### src/design/cle_pkg.sv
// shared constants, codes and structs for the cursor list engine
`timescale 1ns / 1ps

package cle_pkg;

  // list geometry
  localparam int CAPACITY = 16;
  localparam int IDX_W    = $clog2(CAPACITY);
  localparam int COUNT_W  = $clog2(CAPACITY + 1);

  // fixed field widths
  localparam int KIND_W  = 4;
  localparam int DATA_W  = 32;
  localparam int ERR_W   = 2;
  localparam int LIMIT_W = 5;
  localparam int POS_W   = 5;

  localparam logic [LIMIT_W-1:0] LIMIT_RESET = LIMIT_W'(16);

  // operation codes
  typedef enum logic [KIND_W-1:0] {
    OP_INSERT  = 4'd0,
    OP_REMOVE  = 4'd1,
    OP_REPLACE = 4'd2,
    OP_CLEAR   = 4'd3,
    OP_BEGIN   = 4'd4,
    OP_END     = 4'd5,
    OP_NEXT    = 4'd6,
    OP_PRIOR   = 4'd7,
    OP_READ    = 4'd8
  } kind_e;

  // error codes
  typedef enum logic [ERR_W-1:0] {
    ERR_NONE  = 2'd0,
    ERR_FULL  = 2'd1,
    ERR_EMPTY = 2'd2
  } err_e;

  // broadcast from the controller to every cell
  typedef struct packed {
    logic               ins;
    logic               rem;
    logic               rep;
    logic [COUNT_W-1:0] ins_at;
    logic [IDX_W-1:0]   pos;
    logic [COUNT_W-1:0] cnt;
  } cle_cmd_t;

  // status of the operation being taken
  typedef struct packed {
    logic [COUNT_W-1:0] count_d;
    logic [IDX_W-1:0]   pos_d;
    err_e               err;
    logic               moved;
  } cle_stat_t;

endpackage

### src/design/cursor_list_engine_core.sv
// top level: controller, chain of list cells and result register
// a result is registered and valid in the cycle after its input transfer
// throughput: one operation per cycle while no stalled result holds the input back;
// every shift happens in the cell chain at once, and the chain itself never stalls
// reset: count 0, cursor -1, capacity limit 16, no result pending
// entries are not cleared at reset; only written entries are ever reported
`timescale 1ns / 1ps

module cursor_list_engine_core (
  input  logic                        clk_i,
  input  logic                        rst_ni,
  input  logic                        cfg_valid_i,
  output logic                        cfg_ready_o,
  input  logic [cle_pkg::LIMIT_W-1:0] cfg_capacity_limit_i,
  input  logic                        in_valid_i,
  output logic                        in_stall_o,
  input  logic [cle_pkg::KIND_W-1:0]  kind_i,
  input  logic [cle_pkg::DATA_W-1:0]  value_i,
  output logic                        out_valid_o,
  input  logic                        out_stall_i,
  output logic [cle_pkg::DATA_W-1:0]  item_at_cursor_o,
  output logic [cle_pkg::ERR_W-1:0]   error_code_o,
  output logic                        moved_o,
  output logic [cle_pkg::COUNT_W-1:0] entry_count_o,
  output logic [cle_pkg::POS_W-1:0]   cursor_position_o
);

  logic [cle_pkg::LIMIT_W-1:0] limit_q;
  logic                        accept;
  logic                        out_valid_q;
  logic [cle_pkg::DATA_W-1:0]  item_q;
  logic [cle_pkg::DATA_W-1:0]  item_d;
  logic [cle_pkg::ERR_W-1:0]   err_q;
  logic                        moved_q;
  logic [cle_pkg::COUNT_W-1:0] count_q;
  logic [cle_pkg::POS_W-1:0]   pos_q;
  logic [cle_pkg::POS_W-1:0]   pos_d;
  cle_pkg::cle_cmd_t           cmd;
  cle_pkg::cle_stat_t          stat;
  logic [cle_pkg::DATA_W-1:0]  cell_data [cle_pkg::CAPACITY];
  logic [cle_pkg::DATA_W-1:0]  cell_next [cle_pkg::CAPACITY];

  // configuration register
  assign cfg_ready_o = 1'b1;

  always_ff @(posedge clk_i or negedge rst_ni) begin
    if (!rst_ni) begin
      limit_q <= cle_pkg::LIMIT_RESET;
    end else if (cfg_valid_i && cfg_ready_o) begin
      limit_q <= cfg_capacity_limit_i;
    end
  end

  // input transfer whenever the result register is free or being emptied
  assign in_stall_o = out_valid_q & out_stall_i;
  assign accept     = in_valid_i & ~in_stall_o;

  cle_ctrl u_ctrl (
    .clk_i    (clk_i),
    .rst_ni   (rst_ni),
    .accept_i (accept),
    .kind_i   (kind_i),
    .limit_i  (limit_q),
    .cmd_o    (cmd),
    .stat_o   (stat)
  );

  // chain of cells
  for (genvar g = 0; g < cle_pkg::CAPACITY; g++) begin : g_cell
    logic [cle_pkg::DATA_W-1:0] left;
    logic [cle_pkg::DATA_W-1:0] right;
    if (g == 0) begin : g_first
      assign left = '0;
    end else begin : g_inner_l
      assign left = cell_data[g-1];
    end
    if (g == cle_pkg::CAPACITY - 1) begin : g_last
      assign right = '0;
    end else begin : g_inner_r
      assign right = cell_data[g+1];
    end
    cle_cell u_cell (
      .clk_i   (clk_i),
      .index_i (cle_pkg::IDX_W'(g)),
      .cmd_i   (cmd),
      .value_i (value_i),
      .left_i  (left),
      .right_i (right),
      .data_o  (cell_data[g]),
      .next_o  (cell_next[g])
    );
  end

  // entry under the new cursor, zero when the list ends up empty
  assign item_d = (stat.count_d == '0) ? '0 : cell_next[stat.pos_d];
  assign pos_d  = (stat.count_d == '0) ? '1 : cle_pkg::POS_W'(stat.pos_d);

  // result register
  always_ff @(posedge clk_i or negedge rst_ni) begin
    if (!rst_ni) begin
      out_valid_q <= 1'b0;
    end else if (accept) begin
      out_valid_q <= 1'b1;
    end else if (!out_stall_i) begin
      out_valid_q <= 1'b0;
    end
  end

  always_ff @(posedge clk_i) begin
    if (accept) begin
      item_q  <= item_d;
      err_q   <= stat.err;
      moved_q <= stat.moved;
      count_q <= stat.count_d;
      pos_q   <= pos_d;
    end
  end

  assign out_valid_o       = out_valid_q;
  assign item_at_cursor_o  = item_q;
  assign error_code_o      = err_q;
  assign moved_o           = moved_q;
  assign entry_count_o     = count_q;
  assign cursor_position_o = pos_q;

`ifndef SYNTHESIS
  // every input transfer leaves a result behind
  a_result_follows: assert property (@(posedge clk_i) disable iff (!rst_ni)
    accept |=> out_valid_q)
    else $error("no result after input transfer");

  // the count never runs past the list size
  a_count_bound: assert property (@(posedge clk_i) disable iff (!rst_ni)
    out_valid_q |-> int'(count_q) <= cle_pkg::CAPACITY)
    else $error("entry count beyond capacity");

  // the cursor is -1 exactly when the list is empty
  a_cursor_empty: assert property (@(posedge clk_i) disable iff (!rst_ni)
    out_valid_q |-> ((count_q == '0) == (pos_q == '1)))
    else $error("cursor and count disagree");

  // a cursor move never comes with an error
  a_moved_clean: assert property (@(posedge clk_i) disable iff (!rst_ni)
    (out_valid_q && moved_q) |-> (err_q == cle_pkg::ERR_NONE))
    else $error("moved flag set with an error");
`endif

endmodule

### src/design/cle_cell.sv
// one storage cell of the list chain, shifting to or from its neighbours
`timescale 1ns / 1ps

module cle_cell (
  input  logic                       clk_i,
  input  logic [cle_pkg::IDX_W-1:0]  index_i,
  input  cle_pkg::cle_cmd_t          cmd_i,
  input  logic [cle_pkg::DATA_W-1:0] value_i,
  input  logic [cle_pkg::DATA_W-1:0] left_i,
  input  logic [cle_pkg::DATA_W-1:0] right_i,
  output logic [cle_pkg::DATA_W-1:0] data_o,
  output logic [cle_pkg::DATA_W-1:0] next_o
);

  logic [cle_pkg::DATA_W-1:0]  data_q;
  logic [cle_pkg::DATA_W-1:0]  data_d;
  logic [cle_pkg::COUNT_W-1:0] idx;
  logic [cle_pkg::COUNT_W-1:0] pos;

  assign idx = cle_pkg::COUNT_W'(index_i);
  assign pos = cle_pkg::COUNT_W'(cmd_i.pos);

  // pick own, left, right or new word
  always_comb begin
    data_d = data_q;
    if (cmd_i.ins) begin
      if (idx == cmd_i.ins_at) begin
        data_d = value_i;
      end else if (idx > cmd_i.ins_at && idx <= cmd_i.cnt) begin
        data_d = left_i;
      end
    end
    if (cmd_i.rem && idx >= pos && (idx + 1'b1) < cmd_i.cnt) begin
      data_d = right_i;
    end
    if (cmd_i.rep && idx == pos) begin
      data_d = value_i;
    end
  end

  // payload storage, no reset
  always_ff @(posedge clk_i) begin
    data_q <= data_d;
  end

  assign data_o = data_q;
  assign next_o = data_d;

endmodule

### src/design/cle_ctrl.sv
// operation decode, count and cursor registers, cell command broadcast
`timescale 1ns / 1ps

module cle_ctrl (
  input  logic                        clk_i,
  input  logic                        rst_ni,
  input  logic                        accept_i,
  input  logic [cle_pkg::KIND_W-1:0]  kind_i,
  input  logic [cle_pkg::LIMIT_W-1:0] limit_i,
  output cle_pkg::cle_cmd_t           cmd_o,
  output cle_pkg::cle_stat_t          stat_o
);

  logic [cle_pkg::COUNT_W-1:0] count_q;
  logic [cle_pkg::COUNT_W-1:0] count_d;
  logic [cle_pkg::IDX_W-1:0]   pos_q;
  logic [cle_pkg::IDX_W-1:0]   pos_d;
  logic [cle_pkg::COUNT_W-1:0] lim_eff;
  logic [cle_pkg::COUNT_W-1:0] last;
  logic [cle_pkg::COUNT_W-1:0] pos_w;
  logic [cle_pkg::COUNT_W-1:0] ins_at;
  logic                        empty;
  logic                        ins;
  logic                        rem;
  logic                        rep;
  logic                        moved;
  cle_pkg::err_e               err;

  // clamp the configured limit to 1..CAPACITY
  always_comb begin
    if (limit_i == '0) begin
      lim_eff = cle_pkg::COUNT_W'(1);
    end else if (int'(limit_i) > cle_pkg::CAPACITY) begin
      lim_eff = cle_pkg::COUNT_W'(cle_pkg::CAPACITY);
    end else begin
      lim_eff = cle_pkg::COUNT_W'(limit_i);
    end
  end

  assign empty  = (count_q == '0);
  assign pos_w  = cle_pkg::COUNT_W'(pos_q);
  assign last   = count_q - 1'b1;
  assign ins_at = empty ? '0 : pos_w + 1'b1;

  // operation decode
  always_comb begin
    count_d = count_q;
    pos_d   = pos_q;
    err     = cle_pkg::ERR_NONE;
    moved   = 1'b0;
    ins     = 1'b0;
    rem     = 1'b0;
    rep     = 1'b0;
    if (kind_i == cle_pkg::OP_INSERT) begin
      if (count_q >= lim_eff) begin
        err = cle_pkg::ERR_FULL;
      end else begin
        ins     = 1'b1;
        count_d = count_q + 1'b1;
        pos_d   = ins_at[cle_pkg::IDX_W-1:0];
      end
    end else if (kind_i == cle_pkg::OP_CLEAR) begin
      count_d = '0;
      pos_d   = '0;
    end else if (kind_i <= cle_pkg::OP_READ && empty) begin
      err = cle_pkg::ERR_EMPTY;
    end else begin
      unique case (kind_i)
        cle_pkg::OP_REMOVE: begin
          count_d = last;
          if (pos_w == last) begin
            pos_d = '0;
          end else begin
            rem = 1'b1;
          end
        end
        cle_pkg::OP_REPLACE: rep = 1'b1;
        cle_pkg::OP_BEGIN:   pos_d = '0;
        cle_pkg::OP_END:     pos_d = last[cle_pkg::IDX_W-1:0];
        cle_pkg::OP_NEXT: begin
          if (pos_w < last) begin
            pos_d = pos_q + 1'b1;
            moved = 1'b1;
          end
        end
        cle_pkg::OP_PRIOR: begin
          if (pos_q != '0) begin
            pos_d = pos_q - 1'b1;
            moved = 1'b1;
          end
        end
        default: ;
      endcase
    end
  end

  // count and cursor
  always_ff @(posedge clk_i or negedge rst_ni) begin
    if (!rst_ni) begin
      count_q <= '0;
      pos_q   <= '0;
    end else if (accept_i) begin
      count_q <= count_d;
      pos_q   <= pos_d;
    end
  end

  // cell commands only act on an accepted transfer
  assign cmd_o.ins    = ins & accept_i;
  assign cmd_o.rem    = rem & accept_i;
  assign cmd_o.rep    = rep & accept_i;
  assign cmd_o.ins_at = ins_at;
  assign cmd_o.pos    = pos_q;
  assign cmd_o.cnt    = count_q;

  assign stat_o.count_d = count_d;
  assign stat_o.pos_d   = pos_d;
  assign stat_o.err     = err;
  assign stat_o.moved   = moved;

endmodule
### config.mk
export PLATFORM = sky130hd
export DESIGN_NAME = cursor_list_engine_core
export DESIGN_NICKNAME = d
export VERILOG_FILES = /design/src/design/cle_pkg.sv /design/src/design/cursor_list_engine_core.sv /design/src/design/cle_cell.sv /design/src/design/cle_ctrl.sv
export SDC_FILE = /design/constraint.sdc
export NUM_CORES = 2
export LEC_CHECK = 0
export BUFFER_PORTS_ARGS = -buffer_cell sky130_fd_sc_hd__buf_2
export CORE_ASPECT_RATIO = 0.9
export CORE_MARGIN = 3
export CORE_UTILIZATION = 40
export CTS_CLUSTER_SIZE = 25
export DETAILED_ROUTE_END_ITERATION = 16
export PLACE_DENSITY_LB_ADDON = 0.05
export REMOVE_ABC_BUFFERS = 1
export SYNTH_ARGS = -nofsm -noshare
export SYNTH_HDL_FRONTEND = slang
export SYNTH_SLANG_ARGS = --single-unit
export TNS_END_PERCENT = 5
### constraint.sdc
create_clock -name clk_i -period 4.6 [get_ports clk_i]
set_input_delay 1.38 -clock clk_i [delete_from_list [all_inputs] [get_ports clk_i]]
set_output_delay 1.38 -clock clk_i [all_outputs]
set_load 0.02 [all_outputs]
==> impl_metrics.ini <==
[clocking]
clkLatencyLatePin_ps = 680
cts_made_buffers = 70
cts.path.max_buffers = 3
clk_pin_slew_worst_paths_ps = 60
cts_root_buf = clkbuf_16
hold_buffers = 0
clock-sinks = 572
htree_levels = 3
cts_tree = done

[floorplanning]
die_x_um = 326
start_util_pct = 40.76
pin_count = 94
core_area_um2 = 90440
rows = 104
die_area_um2 = 95840
die_y_um = 294

[hold_path]
hold-path-cell-count = 2
hold_class = flop to flop

[setup_path]
cp-end-kind = flop
worstPathMaxFanout = 17
rr_worst_depth = 13
crit_required_ps = 5000
start_kind = flop
critPathArrivalTime_ps = 5000
crit_type = flop to flop

[logic_synthesis]
async_flop_share_pct = 2.622
synth-edff-count = 45
synth_area_leaders = dfxtp_1, a21oi_1, o22ai_1
synth_commonest_cells = dfxtp_1, a21oi_1, nand2_1, nor2_1, o22ai_1
seq_area_frac_synth_pct = 32.49
synthCells = 4725
synth_top_area_cell = dfxtp_1
ys_warn_count = 0
synth.most_common_cell = dfxtp_1
ys_types = 130
ys_ff_latch = 572
netlist_area_um2 = 36860
synthFlopType = dfxtp_1
synth.avg_cell_area_um2 = 7.802
netlist.area_leader.share_pct = 27.80

[placed_design]
dpl.hpwl_mm = 156.9
port_buffers = 92
dp.cells = 6318
placed_area_um2 = 44230
place.gp.congestion = 1.008

[run_status]
status = finished clean

[global_route]
antenna_found_initial = 5
grt_pass1_vias = 41400
grt_usage_pct = 40.01
grt_overflow_total = 0
grt_pass1_wl_mm = 287.3
grt_max_degree = 48

[final_layout]
final_area_um2 = 46730
fin_nets = 5243
fillCellCount = 8950
area_growth_syn_to_layout_pct = 26.77
drive_gt1_share_pct = 23.10
layoutNonFillerInstCount = 6450

[timing]
slew_viol_final = 0
tightest_slew_ps = 803.4
fin_skew_ps = 39.49
fmax_ghz = 0.2175
holdWs_ps = 489.1
setup_violations = 0
period_share_pct = 99.93
hold_viol_final = 0
grt_setup_unrepaired = true
setup-tns-final_ps = 0
relSlewSlack_pct = 46.44
post-route-min-period_ps = 4597

[route]
wl_mm = 199.2
wl_per_cell_um = 30.89
drtAntennaViolNets = 0
drc = 0
vias_per_cell = 6.709
drt_iter0_markers = 5432
drtPass1Iterations = 8
vias = 43270

[run]
max_cap_viol_count = 0

[pwr]
power_density_nw_per_um2 = 708.3
power_leakage_nw = 18.53
ir_drop_v = 0.0005787
==> critical path, cell delays in order, from the launching register on <==
cell and delay (ps):
dfrtp_1 510, buf_4 270, buf_4 280, and2_0 470
a21oi_1 330, inv_1 170, o21ai_1 150, a22oi_2 350
nand2_1 360, a221oi_2 410, o21ai_0 140, o211ai_1 90
or3b_4 450, a211o_1 330
==> power by group <==
| group | total (mW) | internal, mW | switching, mW |
|---|---|---|---|
| Sequential | 8.60 | 6.95 | 1.66 |
| Combinational | 18.7 | 7.48 | 11.3 |
| Clock | 5.76 | 3.19 | 2.57 |
==> routing by layer <==
metal	vias to the layer above	track usage (%)	part of all wire [%]
met5	-	0	0.019
met4	6	17.56	4.9
met3	416	8.157	10
met2	2572	60.55	43
met1	21280	55.04	42
li1	19000	-	-
==> kinds of logic after synthesis <==
group / Yosys count / synth area share (%)
AND/OR/NAND/NOR: 1282 / 15.81
other: 1 / 0.01017
buffers and inverters: 567 / 7.141
multiplexers: 196 / 5.512
flip-flops: 572 / 32.49
adder cells (fa/ha/maj): 21 / 0.6992
XOR/XNOR: 9 / 0.2715
AO/OA/AOI/OAI: 2077 / 38.06
==> state kept, by name, indices dropped and copies added (netlist names) <==
name,flops
entry_count_o,5
u_ctrl.count_q,5
error_code_o,2
out_valid_o,1
limit_q,5
cursor_position_o,5
g_cell.u_cell.data_o,512
item_at_cursor_o,32
moved_o,1
u_ctrl.pos_q,4
==> stage by stage <==
step,power (mW),setup slack [ps],util (%)
after floorplan,17.38,-5842,-
after global placement,26.51,-519.2,48.91
after detailed placement,26.48,-557.1,48.91
after CTS,32.33,-3.771,51.51
after global routing,34.24,-114.8,51.67
final,33.10,3.278,51.67
==> final timing paths <==
check	end	from	slack, ps
min in group asynchronous	u_ctrl.count_q[4]	rst_ni	640
setup reg to reg	item_at_cursor_o[9]	u_ctrl.count_q[2]	3
max in group asynchronous	limit_q[4]	rst_ni	3650
setup / recovery	item_at_cursor_o[9]	u_ctrl.count_q[2]	3
hold / removal	g_cell[14].u_cell.data_o[11]	g_cell[15].u_cell.data_o[11]	490
hold reg to reg	g_cell[14].u_cell.data_o[11]	g_cell[15].u_cell.data_o[11]	490
==> area by class of cell <==
| type | instances | area (um2) | share of cell area (%) |
|---|---|---|---|
| antenna | 1 | 2.502 | 0.005355 |
| clock buffer | 108 | 2066 | 4.420 |
| clock inverter | 16 | 207.7 | 0.4444 |
| inverter | 43 | 162.7 | 0.3481 |
| multi-input combinational | 3586 | 22570 | 48.29 |
| sequential | 572 | 11980 | 25.63 |
| tap | 1219 | 1525 | 3.264 |
| timing repair buffer | 905 | 8223 | 17.60 |
==> timing repair <==
item / 4_1_cts / 5_1_grt
gates resized for setup: 13 / 22
pin swaps: 2 / 2
setup buffers: 2 / 4
endpoints found under the setup margin: 26 / 31
cloned: 0 / 1
==> placed cells by master, fill, tap and decap left out, types with 26 or more instances in the layout <==
cell type,n
buf_4,680
dfxtp_1,512
a21oi_1,496
nand2_1,463
nor2_1,411
o22ai_1,353
o21ai_0,252
mux2i_1,146
buf_12,129
nand3_1,114
a211oi_1,111
a22oi_1,99
buf_2,92
o221ai_1,77
clkbuf_16,72
nor3_1,70
o211ai_1,68
a22o_1,58
o22a_1,57
a221oi_1,52
a31oi_1,50
mux2_2,45
edfxtp_1,45
a221o_1,43
and2_1,38
o21ai_1,35
inv_1,33
o21a_1,33
a211o_1,33
a21o_1,32
and3_1,26
Power figures use the tool's default switching activity.
